File: src/rtl/core/lrc_pkg.sv
// ----------------------------------------------------------------------------
// lrc_pkg
// Types, constants and helpers shared by the lidar ray to point pipeline.
// ----------------------------------------------------------------------------
package lrc_pkg;

    localparam int RANGE_W     = 16;
    localparam int ANG_W       = 16;
    localparam int HIDX_W      = 12;
    localparam int VIDX_W      = 8;
    localparam int COORD_W     = 17;
    localparam int CFG_IDX_W   = 3;
    localparam int CFG_DATA_W  = 16;

    localparam int CORDIC_ITERS = 18;
    localparam int TURN_W       = 24;
    localparam int Z_W          = 26;
    localparam int XY_W         = 32;
    localparam int ROUND_W      = 20;

    localparam logic signed [XY_W-1:0] CORDIC_GAIN = 32'sd652032874;
    localparam logic signed [ROUND_W-1:0] OUT_LIMIT = 20'sd65535;

    localparam logic signed [Z_W-1:0] ATAN_TURN [CORDIC_ITERS] = '{
        26'sd2097152, 26'sd1238021, 26'sd654136, 26'sd332050, 26'sd166669,
        26'sd83416,   26'sd41718,   26'sd20860,  26'sd10430,  26'sd5215,
        26'sd2608,    26'sd1304,    26'sd652,    26'sd326,    26'sd163,
        26'sd81,      26'sd41,      26'sd20
    };

    typedef enum logic [CFG_IDX_W-1:0] {
        CFG_YAW_START   = 3'd0,
        CFG_YAW_STEP    = 3'd1,
        CFG_PITCH_START = 3'd2,
        CFG_PITCH_STEP  = 3'd3,
        CFG_MAX_RANGE   = 3'd4,
        CFG_RANGE_FLOOR = 3'd5
    } cfg_reg_t;

    typedef struct packed {
        logic [ANG_W-1:0]   yaw_start;
        logic [ANG_W-1:0]   yaw_step;
        logic [ANG_W-1:0]   pitch_start;
        logic [ANG_W-1:0]   pitch_step;
        logic [RANGE_W-1:0] max_range;
        logic [RANGE_W-1:0] range_floor;
    } cfg_t;

    typedef struct packed {
        logic [RANGE_W-1:0]       range;
        logic signed [TURN_W-1:0] z_yaw;
        logic                     neg_yaw;
        logic signed [TURN_W-1:0] z_pitch;
        logic                     neg_pitch;
    } ang_item_t;

    typedef struct packed {
        logic [RANGE_W-1:0]     range;
        logic signed [XY_W-1:0] cos_y;
        logic signed [XY_W-1:0] sin_y;
        logic                   neg_y;
        logic signed [XY_W-1:0] cos_p;
        logic signed [XY_W-1:0] sin_p;
        logic                   neg_p;
    } cord_item_t;

    function automatic logic [COORD_W-1:0] sat_coord(input logic signed [ROUND_W-1:0] v);
        logic signed [ROUND_W-1:0] c;
        begin
            c = v;
            if (v > OUT_LIMIT)
            begin
                c = OUT_LIMIT;
            end
            else if (v < -OUT_LIMIT)
            begin
                c = -OUT_LIMIT;
            end
            return c[COORD_W-1:0];
        end
    endfunction

endpackage

File: src/rtl/core/lrc_if.sv
// ----------------------------------------------------------------------------
// lrc_if
// Stream interfaces for lidar rays in and Cartesian points out.
// ----------------------------------------------------------------------------
interface lrc_ray_if;
    logic                         valid;
    logic                         ready;
    logic [lrc_pkg::RANGE_W-1:0]  range_mm;
    logic                         no_hit;
    logic [lrc_pkg::HIDX_W-1:0]   horiz_index;
    logic [lrc_pkg::VIDX_W-1:0]   vert_index;

    modport source (output valid, range_mm, no_hit, horiz_index, vert_index, input ready);
    modport sink   (input valid, range_mm, no_hit, horiz_index, vert_index, output ready);
endinterface


File: src/rtl/core/lrc_front.sv
// ----------------------------------------------------------------------------
// lrc_front
// Ray filter, yaw/pitch angle generation and quadrant fold (two stages).
// ----------------------------------------------------------------------------
module lrc_front #(
    parameter int MAX_HORIZ_RAYS = 4096,
    parameter int MAX_VERT_ROWS  = 256
) (
    input  logic                clk,
    input  logic                rst_n,
    input  lrc_pkg::cfg_t       cfg,
    lrc_ray_if.sink             ray,
    output logic                out_valid,
    input  logic                out_ready,
    output lrc_pkg::ang_item_t  out_item
);

    logic                          en;
    logic                          keep;
    logic [27:0]                   yaw_prod;
    logic [23:0]                   pitch_prod;
    logic [lrc_pkg::ANG_W-1:0]     yaw_ang;
    logic [lrc_pkg::ANG_W-1:0]     pitch_ang;
    logic                          yaw_neg;
    logic                          pitch_neg;

    logic                          s1_valid_reg;
    logic [lrc_pkg::RANGE_W-1:0]   s1_range_reg;
    logic [lrc_pkg::ANG_W-1:0]     s1_yoff_reg;
    logic [lrc_pkg::ANG_W-1:0]     s1_poff_reg;
    logic                          s2_valid_reg;
    lrc_pkg::ang_item_t            s2_item_reg;

    assign en        = !s2_valid_reg || out_ready;
    assign ray.ready = en;

    always_comb
    begin
        keep = !ray.no_hit
            && (ray.range_mm < cfg.max_range)
            && (ray.range_mm >= cfg.range_floor)
            && (32'(ray.horiz_index) < 32'(MAX_HORIZ_RAYS))
            && (32'(ray.vert_index) < 32'(MAX_VERT_ROWS));
        yaw_prod   = 28'(ray.horiz_index) * 28'(cfg.yaw_step);
        pitch_prod = 24'(ray.vert_index) * 24'(cfg.pitch_step);
        yaw_ang    = cfg.yaw_start + s1_yoff_reg;
        pitch_ang  = cfg.pitch_start + s1_poff_reg;
        // second and third quadrant fold by a half turn
        yaw_neg    = yaw_ang[15] ^ yaw_ang[14];
        pitch_neg  = pitch_ang[15] ^ pitch_ang[14];
    end

    always_ff @(posedge clk or negedge rst_n)
    begin
        if (!rst_n)
        begin
            s1_valid_reg <= 1'b0;
            s2_valid_reg <= 1'b0;
        end
        else if (en)
        begin
            s1_valid_reg <= ray.valid && keep;
            s2_valid_reg <= s1_valid_reg;
        end
    end

    always_ff @(posedge clk)
    begin
        if (en)
        begin
            s1_range_reg          <= ray.range_mm;
            s1_yoff_reg           <= yaw_prod[15:0];
            s1_poff_reg           <= pitch_prod[15:0];
            s2_item_reg.range     <= s1_range_reg;
            s2_item_reg.z_yaw     <= {yaw_ang[15] ^ yaw_neg, yaw_ang[14:0], 8'd0};
            s2_item_reg.neg_yaw   <= yaw_neg;
            s2_item_reg.z_pitch   <= {pitch_ang[15] ^ pitch_neg, pitch_ang[14:0], 8'd0};
            s2_item_reg.neg_pitch <= pitch_neg;
        end
    end

    assign out_valid = s2_valid_reg;
    assign out_item  = s2_item_reg;

endmodule

File: src/flat_wrapper.sv
// flat-port wrapper written by rule: the top's interface ports become plain ports
module lrc_front_flat 
#(
    parameter int MAX_HORIZ_RAYS = 4096,
    parameter int MAX_VERT_ROWS  = 256
)
  (clk, rst_n, cfg, out_valid, out_ready, out_item, ray_valid, ray_range_mm, ray_no_hit, ray_horiz_index, ray_vert_index, ray_ready);
  lrc_ray_if ray_i ();
  input  logic clk;
  input  logic rst_n;
  input  lrc_pkg::cfg_t cfg;
  output logic out_valid;
  input  logic out_ready;
  output lrc_pkg::ang_item_t out_item;
  input wire logic [$bits(ray_i.valid)-1:0] ray_valid;
  input wire logic [$bits(ray_i.range_mm)-1:0] ray_range_mm;
  input wire logic [$bits(ray_i.no_hit)-1:0] ray_no_hit;
  input wire logic [$bits(ray_i.horiz_index)-1:0] ray_horiz_index;
  input wire logic [$bits(ray_i.vert_index)-1:0] ray_vert_index;
  output wire logic [$bits(ray_i.ready)-1:0] ray_ready;
  assign ray_i.valid = ray_valid;
  assign ray_i.range_mm = ray_range_mm;
  assign ray_i.no_hit = ray_no_hit;
  assign ray_i.horiz_index = ray_horiz_index;
  assign ray_i.vert_index = ray_vert_index;
  assign ray_ready = ray_i.ready;
  lrc_front #(.MAX_HORIZ_RAYS(MAX_HORIZ_RAYS), .MAX_VERT_ROWS(MAX_VERT_ROWS)) u_core (.clk(clk), .rst_n(rst_n), .cfg(cfg), .ray(ray_i), .out_valid(out_valid), .out_ready(out_ready), .out_item(out_item));
endmodule
File: config.mk
export PLATFORM = sky130hd
export DESIGN_NAME = lrc_front_flat
export DESIGN_NICKNAME = d
export VERILOG_FILES = /design/src/rtl/core/lrc_pkg.sv /design/src/rtl/core/lrc_if.sv /design/src/rtl/core/lrc_front.sv /design/src/flat_wrapper.sv
export SDC_FILE = /design/constraint.sdc
export NUM_CORES = 1
export LEC_CHECK = 0
export BUFFER_PORTS_ARGS = -buffer_cell sky130_fd_sc_hd__buf_4
export CELL_PAD_IN_SITES_DETAIL_PLACEMENT = 0
export CELL_PAD_IN_SITES_GLOBAL_PLACEMENT = 2
export CORE_MARGIN = 5
export CORE_UTILIZATION = 39
export DETAILED_ROUTE_END_ITERATION = 8
export HOLD_SLACK_MARGIN = 0.05
export PLACE_DENSITY = 0.88
export SKIP_LAST_GASP = 1
export SLEW_MARGIN = 20
export SYNTH_ARGS = -nofsm -noshare
export SYNTH_HDL_FRONTEND = slang
export SYNTH_SLANG_ARGS = --single-unit
File: constraint.sdc
create_clock -name clk -period 8.9 [get_ports clk]
set_input_delay 0.89 -clock clk [delete_from_list [all_inputs] [get_ports clk]]
set_output_delay 0.89 -clock clk [all_outputs]
set_load 0.02 [all_outputs]
# Word-level counts from Yosys, hierarchy flattened
# Cells that the tools add are included.
[op_classes] reduce_logical=6 n_lt_le_gt_ge=2 bitwise_logic=4 mul=2 add_sub_neg=2
[op_table] cell="$add A16 B16 Y16" count=2
[op_table] cell="$ge A16 B16 Y1" count=1
[op_table] cell="$lt A16 B16 Y1" count=1
[op_table] cell="$mul A12 B16 Y16" count=1
[op_table] cell="$mul A8 B16 Y16" count=1
[op_table] cell="$xor A1 B1 Y1" count=4
[op_table] cell="$logic_and A1 B1 Y1" count=3
[op_table] cell="$logic_not A1 Y1" count=2
[op_table] cell="$logic_or A1 B1 Y1" count=1
[totals] out_inout_bits=68 regBits=100 word_cells=26 in_bits=137

# Depth between registers and ports, before layout
# Gate-level depths: netlist of run 1.
[depth] word_depth=4 depth_mapped=19 ltp_nobuf=18

# Least setup slack after synthesis of run 1
# No wires, ideal clock.
[synth_path] kind="input-to-reg" start="input port ray_horiz_index[3]" end="register u_core.s1_yoff_reg[15] (netlist bit) (data pin)" stages=18 arrival_ns=4.950 setup_time_ns=0.260 slack_ns=3.691 required_time_ns=8.640 n_path_buf=1 path_cell_list="clkbuf_1 nand2_1 fa_1 inv_1 fa_1 inv_1 fa_1 inv_1 fa_1 inv_1 fa_1 inv_1 ha_1 nand3_1 nor3_2 a2111oi_4 o2bb2ai_2 xnor2_1"
[synth_between] elab_chain_len=1
[synth_lines] item="start, declared" line="flat_wrapper.sv:18" source="input wire logic [$bits(ray_i.horiz_index)-1:0] ray_horiz_index;"
[synth_lines] item="$mul A12 B16 Y16" line="lrc_front.sv:44" source="yaw_prod = 28'(ray.horiz_index) * 28'(cfg.yaw_step);"
[synth_lines] item="named net u_core.yaw_prod[15]" line="lrc_front.sv:20" source="logic [27:0] yaw_prod;"
[synth_lines] item="end signal, assigned" line="lrc_front.sv:72" source="s1_yoff_reg <= yaw_prod[15:0];"
[synth_lines] item="end, declared" line="lrc_front.sv:29" source="logic [lrc_pkg::ANG_W-1:0] s1_yoff_reg;"
# The timed path passes the listed nets, and every way through them passes these cells.
# A chain may end at the register's enable or synchronous reset.

# Worst setup path after layout of run 1
[layout_path] start="input port cfg[72] (netlist bit)" end="register u_core.s1_yoff_reg[14] (netlist bit) (data pin)"
[layout_between] elab_chain_len=1
[layout_lines] item="start, declared" line="flat_wrapper.sv:11" source="input lrc_pkg::cfg_t cfg;"
[layout_lines] item="$mul A12 B16 Y16" line="lrc_front.sv:44"
[layout_lines] item="named net u_core.yaw_prod[14]" line="lrc_front.sv:20"
# The timed path passes the listed nets, and every way through them passes these cells.

==> qor_table.md, run 1 <==
| Parameter | Value | Unit |
|---|---|---|
| Period utilization | 57.71 | % |
| Global-route wire length before repair | 43.26 | mm |
| Pin count of the biggest net entering global routing | 55 | - |
| Result of the run | completed | - |
| Synthesized area per cell | 9.934 | sq um |
| Max transition margin | 51.14 | % |
| Hold-fix buffers, CTS | 0 | - |
| Number of enable-type register cells in the synthesized netlist | 98 | - |
| Peak ir drop on the vdd network | 0.1541 | mV |
| Endpoints failing setup | 0 | - |
| Largest area contributor in the netlist | sky130_fd_sc_hd__edfxtp_1 | - |
| CTS root buf | sky130_fd_sc_hd__clkbuf_16 | - |
| Number of synthesized register bits | 100 | - |
| Cells after synthesis | 1162 | - |
| Power density over the cells | 273.9 | nW/um^2 |
| Design Area, Final | 13610 | sq um |
| Resized cells post-CTS | 0 | - |
| Count of yosys warnings during synthesis | 0 | - |
| Share of the synthesized area in the top cell type | 25.49 | % |
| Area inside the core boundary | 29400 | sq um |
| Setup repair bufs after CTS | 0 | - |
| Count of nets after finishing | 1733 | - |
| Final hold slack | 319.8 | ps |
| Via count of the first global-routing pass | 8385 | - |
| CP Data Arrival Time | 5180 | ps |
| Number of H-tree levels | 3 | - |
| Leakage | 6.621 | nW |
| Count of antenna diodes in the layout | 0 | - |
| CP Launch Type | primary input | - |
| Die Span Y | 182.0 | microns |
| Max-slew violations | 0 | - |
| Clock sink count | 100 | - |
| Endpoints failing hold | 0 | - |
| Post-DR vias/cell | 4.618 | - |
| Overflow left after global routing | 0 | - |
| Register clock-pin slew on the reported worst setup and hold paths | 70 | ps |
| Number of maximum-capacitance constraint violations | 0 | - |
| Share of synthesized flip-flops with an asynchronous set or reset | 2.000 | % |
| Count of TritonRoute iterations in the first routing pass | 7 | - |
| Syn Std Cell Area | 11540 | sq um |
| Clock tree from TritonCTS | yes | - |
| Starting density of the core | 39.26 | % |
| Die Area | 33140 | sq um |
| Detail-routed net length per standard cell | 15.02 | microns |
| DRT Wirelength | 26.02 | mm |
| Leading register cell type out of synthesis | sky130_fd_sc_hd__edfxtp_1 | - |
| Standard cell area after detailed placement | 13300 | sq um |
| Count of unique library cells instantiated by Yosys | 52 | - |
| Die extent in x | 182.0 | microns |
| Routability-driven placement congestion ratio | 0.8490 | - |
| Boundary pin count | 205 | - |
| Area contributors post-synth | sky130_fd_sc_hd__edfxtp_1 (25%), sky130_fd_sc_hd__fa_1 (24%), sky130_fd_sc_hd__ha_1 (13%) | - |
| Worst-path maximum fanout | 8 | - |
| Max FFs per register | 50 | - |
| Setup clock skew after layout | 9.772 | ps |
| Number of DRC markers after the initial detailed-route iteration | 246 | - |
| TritonCTS buffer count | 9 | - |
| Type of the worst min-delay path | in2async | - |
| Placed Cells incl. Taps | 1716 | - |
| DRC violation count after routing | 0 | - |
| Category of the critical setup timing path | in2reg | - |
| Post-synthesis sequential area ratio | 25.93 | % |
| Setup TNS after final layout | 0 | ps |
| Via Count | 7999 | - |
| Number of antenna violations at the first check in global routing | 0 | - |
| Highest clock frequency the design can meet | 0.1947 | GHz |
| Fraction of layout instances using a drive strength above 1 | 16.32 | % |
| Clock insertion delay at the later pin of the skew report | 340 | ps |
| Clock period minus final worst setup slack | 5136 | ps |
| RSZ-0062 raised after global routing | no | - |
| Overall power consumption | 3.730 | mW |
| Floorplan row count | 63 | - |
| Post-route non-filler standard cell count | 1732 | - |
| Critical Path RT | 8950 | ps |
| Antenna violation net count after detailed routing | 0 | - |
| Transition time of the tightest slew-check pin | 732.9 | ps |
| Quantity of I/O buffers inserted on ports | 188 | - |
| Worst setup EP type | flip-flop | - |
| P&R area growth vs syn | 17.94 | % |
| CTS Buffer Depth | 2 | - |
| Aggregate global-route resource usage | 15.97 | % |
| HPWL reported at the end of detailed placement | 21.63 | mm |
## area by class of cell
cell class / count / area, sq um
clock buffers: 9 / 225.2
inverters: 219 / 824.5
fillers: 2824 / 15790
repair buffers: 189 / 1419
multi-input cells: 818 / 7574
clock inverters: 7 / 91.34
flip-flops and latches: 100 / 2993
well taps: 390 / 488.0
## report_power, final
| part | internal [mW] | switching (mW) |
|---|---|---|
| Combinational | 1.12 | 1.34 |
| Sequential | 0.812 | 0.0468 |
| Clock | 0.225 | 0.187 |
| Total | 2.16 | 1.57 |
## kinds of logic after synthesis
group / synth area share [%]
adders and majority gates: 37.24
AOI/OAI and AO/OA: 7.577
buffers and inverters: 8.953
DFF: 25.93
and+or+nand+nor: 14.16
other: 0.03249
xor gates and xnor gates: 6.113
## layer usage
| layer | vias up | global-route usage [%] | share of wire (%) |
|---|---|---|---|
| met3 | 14 | 2.183 | 4.8 |
| met5 | - | 0 | 0 |
| met2 | 181 | 26.62 | 46 |
| li1 | 4000 | - | - |
| met1 | 3804 | 22.66 | 48 |
| met4 | 0 | 2.702 | 1.1 |
## synthesized netlist by cell type (3+ instances only)
cell type / number
sky130_fd_sc_hd__a21oi_1: 47
sky130_fd_sc_hd__o21a_1: 7
sky130_fd_sc_hd__and2_1: 101
sky130_fd_sc_hd__inv_1: 219
sky130_fd_sc_hd__nor2b_1: 15
sky130_fd_sc_hd__nand4_1: 5
sky130_fd_sc_hd__o211ai_1: 5
sky130_fd_sc_hd__o31ai_1: 4
sky130_fd_sc_hd__buf_4: 16
sky130_fd_sc_hd__o21ai_0: 15
sky130_fd_sc_hd__and3_1: 5
sky130_fd_sc_hd__edfxtp_1: 98
sky130_fd_sc_hd__xnor2_1: 64
sky130_fd_sc_hd__nor2_1: 36
sky130_fd_sc_hd__xor2_1: 14
sky130_fd_sc_hd__ha_1: 118
sky130_fd_sc_hd__or2_2: 3
sky130_fd_sc_hd__nor3_1: 6
sky130_fd_sc_hd__nand2b_1: 6
sky130_fd_sc_hd__fa_1: 141
sky130_fd_sc_hd__nand2_1: 148
sky130_fd_sc_hd__a21o_1: 20
sky130_fd_sc_hd__nand3_1: 6
sky130_fd_sc_hd__clkbuf_1: 23
sky130_fd_sc_hd__a21boi_0: 3
sky130_fd_sc_hd__o21ai_1: 3
sky130_fd_sc_hd__a211oi_1: 4
## per-stage QoR
step / utilization [%] / worst slack [ps]
floorplan: - / 3691
global placement: 45.23 / 3548
detailed placement: 45.23 / 3502
CTS: 46.30 / 3852
global route: 46.30 / 3627
finish: 46.30 / 3764
## critical path, cell delays in order
cell                        delay (ps)
sky130_fd_sc_hd__buf_4             150
sky130_fd_sc_hd__and2_1            180
sky130_fd_sc_hd__fa_1              540
sky130_fd_sc_hd__inv_1              60
sky130_fd_sc_hd__fa_1              560
sky130_fd_sc_hd__fa_1              430
sky130_fd_sc_hd__fa_1              470
sky130_fd_sc_hd__fa_1              570
sky130_fd_sc_hd__inv_1              60
sky130_fd_sc_hd__ha_1              350
sky130_fd_sc_hd__nor4b_1           170
sky130_fd_sc_hd__a2111oi_0         520
sky130_fd_sc_hd__o211ai_1          210
## cell usage in the layout (no fill, tap or decap), types with 2 or more instances in the layout
cell                        synthesis  final
sky130_fd_sc_hd__and3_1             5      5
sky130_fd_sc_hd__buf_4             16    189
sky130_fd_sc_hd__nand2b_1           6      6
sky130_fd_sc_hd__a21boi_0           3      3
sky130_fd_sc_hd__and2_1           101    101
sky130_fd_sc_hd__edfxtp_1          98     98
sky130_fd_sc_hd__or2_2              3      3
sky130_fd_sc_hd__nor3_1             6      6
sky130_fd_sc_hd__o211ai_2           2      2
sky130_fd_sc_hd__nand2_1          148    148
sky130_fd_sc_hd__ha_1             118    118
sky130_fd_sc_hd__xor2_1            14     14
sky130_fd_sc_hd__nand4_1            5      5
sky130_fd_sc_hd__conb_1             1     16
sky130_fd_sc_hd__inv_6              0      2
sky130_fd_sc_hd__o31ai_1            4      4
sky130_fd_sc_hd__o21ai_0           15     15
sky130_fd_sc_hd__nor2b_1           15     15
sky130_fd_sc_hd__xnor2_1           64     64
sky130_fd_sc_hd__nor2_1            36     36
sky130_fd_sc_hd__a2111oi_4          2      2
sky130_fd_sc_hd__o2111ai_1          2      2
sky130_fd_sc_hd__inv_1            219    218
sky130_fd_sc_hd__clkbuf_16          0      9
sky130_fd_sc_hd__o21ai_1            3      3
sky130_fd_sc_hd__a211oi_1           4      4
sky130_fd_sc_hd__a21o_1            20     20
sky130_fd_sc_hd__a21oi_1           47     47
sky130_fd_sc_hd__o21a_1             7      7
sky130_fd_sc_hd__nand3_1            6      6
sky130_fd_sc_hd__dfrtp_1            2      2
sky130_fd_sc_hd__o211ai_1           5      5
sky130_fd_sc_hd__fa_1             141    141
sky130_fd_sc_hd__a31oi_1            2      2
## final timing paths
check,depth (start not counted),slack (ps),from,end
hold reg to reg,0,420,u_core.s1_range_reg[11],u_core.out_item[61]
setup reg to reg,10,6390,u_core.s1_yoff_reg[0],u_core.out_item[25]
setup / recovery,13,3760,cfg[72],u_core.s1_yoff_reg[14]
max in group asynchronous,1,8490,rst_n,u_core.out_valid
min in group clk,0,420,u_core.s1_range_reg[11],u_core.out_item[61]
hold / removal,1,320,rst_n,u_core.s1_valid_reg
Power figures use the tool's default switching activity.
==> run 2, diff against run 1 <==
--- a/config.mk
+++ b/config.mk
@@ -9,10 +9,10 @@
 export CELL_PAD_IN_SITES_DETAIL_PLACEMENT = 0
 export CELL_PAD_IN_SITES_GLOBAL_PLACEMENT = 2
 export CORE_MARGIN = 5
-export CORE_UTILIZATION = 39
+export CORE_UTILIZATION = 33
 export DETAILED_ROUTE_END_ITERATION = 8
 export HOLD_SLACK_MARGIN = 0.05
-export PLACE_DENSITY = 0.88
+export PLACE_DENSITY = 0.8
 export SKIP_LAST_GASP = 1
 export SLEW_MARGIN = 20
 export SYNTH_ARGS = -nofsm -noshare
==> constraint.sdc (replaced) <==
create_clock -name clk -period 4.2 [get_ports clk]
set_input_delay 0.42 -clock clk [delete_from_list [all_inputs] [get_ports clk]]
set_output_delay 0.42 -clock clk [all_outputs]
set_load 0.02 [all_outputs]
==> qor_table.md, run 2 (same netlist as run 1, synthesis figures left out) <==
| Parameter | Value | Unit |
|---|---|---|
| Result of the run | complete, but fails checks | - |
| Failing checks | negative setup slack | - |
| Quantity of I/O buffers inserted on ports | 188 | - |
| Placement-stage worst setup slack | -537.2 | ps |
| Worst Min Path Start | ray_range_mm[0] | - |
| CTS Buffer Depth | 2 | - |
| Detail-routed net length per standard cell | 14.64 | microns |
| Boundary pin count | 205 | - |
| Leading cell type in the layout, fill and taps excluded | sky130_fd_sc_hd__buf_4 | - |
| Post-DR vias/cell | 4.396 | - |
| Worst setup EP type | flip-flop | - |
| Endpoints failing setup | 1 | - |
| Setup TNS after final layout | -23.48 | ps |
| Via count of the first global-routing pass | 8945 | - |
| Number of maximum-capacitance constraint violations | 0 | - |
| Die extent in x | 197.0 | microns |
| Category of the critical setup timing path | in2reg | - |
| Beginning of the critical path | ray_horiz_index[9] | - |
| Source of the worst register-to-register timing path | u_core.s1_yoff_reg[0] | - |
| Total buffers and inverters traversed by the critical path | 3 | - |
| Starting density of the core | 33.42 | % |
| Highest cell delay on the worst timing path | 570 | ps |
| Cell-internal power | 5.487 | mW |
| Aggregate global-route resource usage | 14.43 | % |
| Period utilization | 100.6 | % |
| Power density over the cells | 626.6 | nW/um^2 |
| # fillers | 3445 | - |
| Max FFs per register | 50 | - |
| Via Count | 8290 | - |
| Number of H-tree levels | 3 | - |
| DRT Wirelength | 27.61 | mm |
| Clock tree from TritonCTS | yes | - |
| CP Data Arrival Time | 4320 | ps |
| Peak ir drop on the vdd network | 0.4135 | mV |
| Critical path cell sequence | buf_4, and2_1, fa_1, fa_1, fa_1, fa_1, inv_1, fa_1, inv_2, ha_4, and3_4, a2111oi_4, o2bb2ai_2, xnor2_2 | - |
| CTS root buf | sky130_fd_sc_hd__clkbuf_16 | - |
| Critical Path RT | 4300 | ps |
| Die Span Y | 197.0 | microns |
| Area inside the core boundary | 34540 | sq um |
| Fraction of layout instances using a drive strength above 1 | 24.74 | % |
| TritonCTS buffer count | 9 | - |
| Leakage | 7.112 | nW |
| Max-slew violations | 0 | - |
| Antenna violation net count after detailed routing | 0 | - |
| Die Area | 38820 | sq um |
| Flop pwr share | 19.9 | % |
| P&R area growth vs syn | 27.14 | % |
| Count of TritonRoute iterations in the first routing pass | 4 | - |
| Cell repeated most along the worst path | sky130_fd_sc_hd__fa_1 | - |
| Number of DRC markers after the initial detailed-route iteration | 256 | - |
| Standard cell area after detailed placement | 14200 | sq um |
| Clock insertion delay at the later pin of the skew report | 350 | ps |
| Slowest-stage cell, CP | sky130_fd_sc_hd__fa_1 | - |
| Count of nets after finishing | 1822 | - |
| Clock sink count | 100 | - |
| Setup clock skew after layout | 7.580 | ps |
| Type of the worst min-delay path | in2reg | - |
| Leading cell types in the layout, fill and taps excluded | sky130_fd_sc_hd__buf_4 (264), sky130_fd_sc_hd__inv_1 (209), sky130_fd_sc_hd__nand2_1 (141) | - |
| Overflow left after global routing | 0 | - |
| HPWL reported at the end of detailed placement | 23.53 | mm |
| Endpoints failing hold | 0 | - |
| CP Launch Type | primary input | - |
| Design Area, Final | 14680 | sq um |
| Fraction of the core area covered by cells at the end of the flow | 42.49 | % |
| Transition time of the tightest slew-check pin | 649.6 | ps |
| Largest delay share family, worst path | adder cells | - |
| Switching fraction of total power | 40.33 | % |
| Proportion of power drawn by the clock network | 9.2 | % |
| RSZ-0062 raised after global routing | yes | - |
| Floorplan row count | 68 | - |
| Final worst slack | -23.48 | ps |
| Pin count of the biggest net entering global routing | 51 | - |
| Routability-driven placement congestion ratio | 0.8141 | - |
| Switching power total | 3.708 | mW |
| Highest clock frequency the design can meet | 0.2368 | GHz |
| Max transition margin | 56.70 | % |
| Number of antenna violations at the first check in global routing | 0 | - |
| Share of total power in combinational logic | 71.0 | % |
| Overall power consumption | 9.196 | mW |
| Clock period minus final worst setup slack | 4223 | ps |
| Global-route wire length before repair | 45.35 | mm |
| Register clock-pin slew on the reported worst setup and hold paths | 70 | ps |
| Count of antenna diodes in the layout | 0 | - |
| DRC violation count after routing | 0 | - |
| Worst-path maximum fanout | 4 | - |
==> run 2: cell types whose count changed in the layout (fill, tap and decap cells not counted), sizes merged <==
cell and delta:
inv -1, dlygate4sd3 +1, clkinv +1, buf +88
==> run 2: power by group through the flow <==
stage                     sequential, mW  combinational [mW]  clock [mW]
after floorplan                     2.06                4.16           0
after global placement              1.84                6.20           0
after detailed placement            1.86                6.26           0
after CTS                           1.84                6.34       0.877
after global routing                1.87                7.35       0.915
final                               1.83                6.52       0.842
==> run 2: final cells by class <==
| class | instances | area (sq um) | area share, % |
|---|---|---|---|
| multi-input cells | 818 | 7833 | 53.37 |
| flip-flops and latches | 100 | 2993 | 20.39 |
| repair buffers | 278 | 2158 | 14.71 |
| inverters | 219 | 824.5 | 5.618 |
| well taps | 455 | 569.3 | 3.879 |
| clock buffers | 9 | 225.2 | 1.535 |
| clock inverters | 7 | 73.82 | 0.5030 |
==> run 2: final timing paths <==
| kind | to | slack, ps | cells after the start |
|---|---|---|---|
| setup / recovery | u_core.s1_yoff_reg[15] | -20 | 14 |
| max in group asynchronous | u_core.out_valid | 3710 | 2 |
| hold / removal | u_core.s1_range_reg[0] | 260 | 1 |
| min in group asynchronous | u_core.s1_valid_reg | 400 | 2 |
| hold reg to reg | u_core.out_item[55] | 420 | 0 |
| setup reg to reg | u_core.out_item[25] | 1630 | 10 |
==> run 2: metal layers <==
| layer | GRT usage [%] | part of all wire (%) |
|---|---|---|
| met1 | 20.11 | 48 |
| met4 | 3.544 | 1.3 |
| met3 | 1.450 | 3.7 |
| met5 | 0 | 0 |
| met2 | 24.34 | 47 |
==> run 2: per-stage QoR <==
| step | hold slack, ps | instances |
|---|---|---|
| floorplan | 124.4 | 1177 |
| global placement | 203.6 | 1869 |
| detailed placement | 204.5 | 1869 |
| CTS | 240.0 | 1886 |
| global route | 251.3 | 1886 |
| finish | 259.4 | 1886 |
==> run 2: timing repair <==
item	CTS	global route
gates resized for setup	5	38
hold buffers	1	0
setup endpoints to repair	2	4
setup buffers	0	0
endpoints found under the hold margin	2	0
pin swaps	4	14
==> run 3, diff against run 2 <==
--- a/config.mk
+++ b/config.mk
@@ -9,10 +9,10 @@
 export CELL_PAD_IN_SITES_DETAIL_PLACEMENT = 0
 export CELL_PAD_IN_SITES_GLOBAL_PLACEMENT = 2
 export CORE_MARGIN = 5
-export CORE_UTILIZATION = 33
+export CORE_UTILIZATION = 39
 export DETAILED_ROUTE_END_ITERATION = 8
 export HOLD_SLACK_MARGIN = 0.05
-export PLACE_DENSITY = 0.8
+export PLACE_DENSITY = 0.88
 export SKIP_LAST_GASP = 1
 export SLEW_MARGIN = 20
 export SYNTH_ARGS = -nofsm -noshare
==> constraint.sdc (replaced) <==
create_clock -name clk -period 5.3 [get_ports clk]
set_input_delay 0.53 -clock clk [delete_from_list [all_inputs] [get_ports clk]]
set_output_delay 0.53 -clock clk [all_outputs]
set_load 0.02 [all_outputs]
==> qor_table.md, run 3 (same netlist as run 1, synthesis figures left out) <==
| Parameter | Value | Unit |
|---|---|---|
| Floorplan row count | 63 | - |
| Starting density of the core | 39.26 | % |
| Number of DRC markers after the initial detailed-route iteration | 274 | - |
| DRC violation count after routing | 0 | - |
| Setup clock skew after layout | 9.319 | ps |
| Clock insertion delay at the later pin of the skew report | 340 | ps |
| Number of maximum-capacitance constraint violations | 0 | - |
| Endpoints failing setup | 0 | - |
| Hold Path Depth | 1 | - |
| Leading cell types in the layout, fill and taps excluded | sky130_fd_sc_hd__inv_1 (218), sky130_fd_sc_hd__buf_4 (190), sky130_fd_sc_hd__nand2_1 (148) | - |
| Endpoints failing hold | 0 | - |
| Power density over the cells | 460.7 | nW/um^2 |
| Placed Cells incl. Taps | 1717 | - |
| Worst Min Path Start | ray_range_mm[0] | - |
| P&R area growth vs syn | 18.09 | % |
| Routability-driven placement congestion ratio | 0.8558 | - |
| Clock period minus final worst setup slack | 4567 | ps |
| Result of the run | completed | - |
| Leading cell type in the layout, fill and taps excluded | sky130_fd_sc_hd__inv_1 | - |
| Worst-case reg-to-reg path depth | 10 | - |
| Quantity of I/O buffers inserted on ports | 188 | - |
| Pin count of the biggest net entering global routing | 55 | - |
| Peak ir drop on the vdd network | 0.3066 | mV |
| Category of the critical setup timing path | in2reg | - |
| Clock sink count | 100 | - |
| Fraction of layout instances using a drive strength above 1 | 16.37 | % |
| CP Data Arrival Time | 4630 | ps |
| Global-route layer with the greatest usage | met2 | - |
| Die extent in x | 182.0 | microns |
| Max FFs per register | 50 | - |
| Register clock-pin slew on the reported worst setup and hold paths | 70 | ps |
| Count of nets after finishing | 1735 | - |
| CP Launch Type | primary input | - |
| Highest clock frequency the design can meet | 0.2190 | GHz |
| Boundary pin count | 205 | - |
| Transition time of the tightest slew-check pin | 725.2 | ps |
| Final worst slack | 733.1 | ps |
| Period utilization | 86.17 | % |
| Placement-stage worst setup slack | 328.4 | ps |
| FF-to-FF setup slack | 2800 | ps |
| Via count of the first global-routing pass | 8839 | - |
| Number of antenna violations at the first check in global routing | 0 | - |
| Aggregate global-route resource usage | 16.11 | % |
| Antenna violation net count after detailed routing | 0 | - |
| Setup repair bufs after CTS | 0 | - |
| RSZ-0062 raised after global routing | no | - |
| Worst reg2reg path endpoint | u_core.out_item[25] | - |
| Detail-routed net length per standard cell | 15.02 | microns |
| Source of the worst register-to-register timing path | u_core.s1_yoff_reg[0] | - |
| Count of antenna diodes in the layout | 0 | - |
| Via Count | 8119 | - |
| # fillers | 2885 | - |
| Worst setup EP type | flip-flop | - |
| Count of TritonRoute iterations in the first routing pass | 4 | - |
| Global routing usage on met2 | 27.05 | % |
| Overflow left after global routing | 0 | - |
| CTS Buffer Depth | 2 | - |
| HPWL reported at the end of detailed placement | 21.66 | mm |
| Die Span Y | 182.0 | microns |
| Critical Path RT | 5360 | ps |
| Post-DR vias/cell | 4.682 | - |
| Setup TNS after final layout | 0 | ps |
| Beginning of the critical path | cfg[72] | - |
| Endpoint with the worst hold slack | u_core.s1_range_reg[0] | - |
| Max-slew violations | 0 | - |
| Clock tree from TritonCTS | yes | - |
| Global-route wire length before repair | 43.88 | mm |
| CTS root buf | sky130_fd_sc_hd__clkbuf_16 | - |
| Post-route non-filler standard cell count | 1734 | - |
| Max transition margin | 51.65 | % |
| DRT Wirelength | 26.04 | mm |
| TritonCTS buffer count | 9 | - |
| Met3 demand-to-capacity share in global routing | 1.923 | % |
| Die Area | 33140 | sq um |
| Resized cells post-CTS | 0 | - |
| Area inside the core boundary | 29400 | sq um |
| Worst-path maximum fanout | 8 | - |
| Leakage | 6.630 | nW |
| Number of H-tree levels | 3 | - |
| Met1 usage in global routing | 22.27 | % |
| Type of the worst min-delay path | in2reg | - |
run 3: area by class of cell:
class	count	area [sq um]	area share [%]
Multi-Input combinational cell	818	7574	55.56
Clock buffer	9	225.2	1.652
Tap cell	390	488.0	3.580
Clock inverter	7	91.34	0.6700
Inverter	219	824.5	6.049
Timing Repair Buffer	191	1436	10.54
Sequential cell	100	2993	21.96
run 3: critical path, stage by stage:
cell,delay (ps)
sky130_fd_sc_hd__buf_4,160
sky130_fd_sc_hd__and2_1,180
sky130_fd_sc_hd__fa_1,540
sky130_fd_sc_hd__inv_1,60
sky130_fd_sc_hd__fa_1,540
sky130_fd_sc_hd__fa_1,430
sky130_fd_sc_hd__fa_1,460
sky130_fd_sc_hd__fa_1,540
sky130_fd_sc_hd__inv_1,60
sky130_fd_sc_hd__ha_1,340
sky130_fd_sc_hd__nor4b_1,170
sky130_fd_sc_hd__a2111oi_0,460
sky130_fd_sc_hd__o211ai_1,160
run 3: layer usage:
metal  part of all wire, %  vias to the layer above
met5                     0                        -
met4                   1.9                        0
met3                   4.4                       25
met2                    46                      188
met1                    47                     3903
li1                      -                     4003
run 3: power by group:
part | switching [mW] | leakage (nW) | internal [mW]
registers | 0.0796 | 1.06 | 1.36
clock network | 0.309 | 0.151 | 0.378
logic | 2.24 | 5.42 | 1.91
total | 2.63 | 6.63 | 3.65
run 3: metrics by stage:
stage	power, mW	area [sq um]	hold slack (ps)	utilization (%)
floorplan	4.559	11600	234.4	-
detailed placement	5.656	13310	322.5	45.25
finish	6.280	13630	377.2	46.36
global placement	5.608	13310	319.3	45.25
global route	6.945	13630	364.4	46.36
CTS	6.376	13630	362.9	46.36
run 3: what timing repair did:
item,4_1_cts,5_1_grt
hold buffers,1,0
setup endpoints to repair,0,0
endpoints found under the hold margin,2,0
run 3: how the worst max path moves through the flow:
stage | to | cells after the start
final | u_core.s1_yoff_reg[14] | 13
after floorplan | u_core.s1_yoff_reg[15] | 18
after global routing | u_core.s1_yoff_reg[14] | 13
after detailed placement | u_core.s1_yoff_reg[14] | 13
after CTS | u_core.s1_yoff_reg[14] | 13
after global placement | u_core.s1_yoff_reg[14] | 13
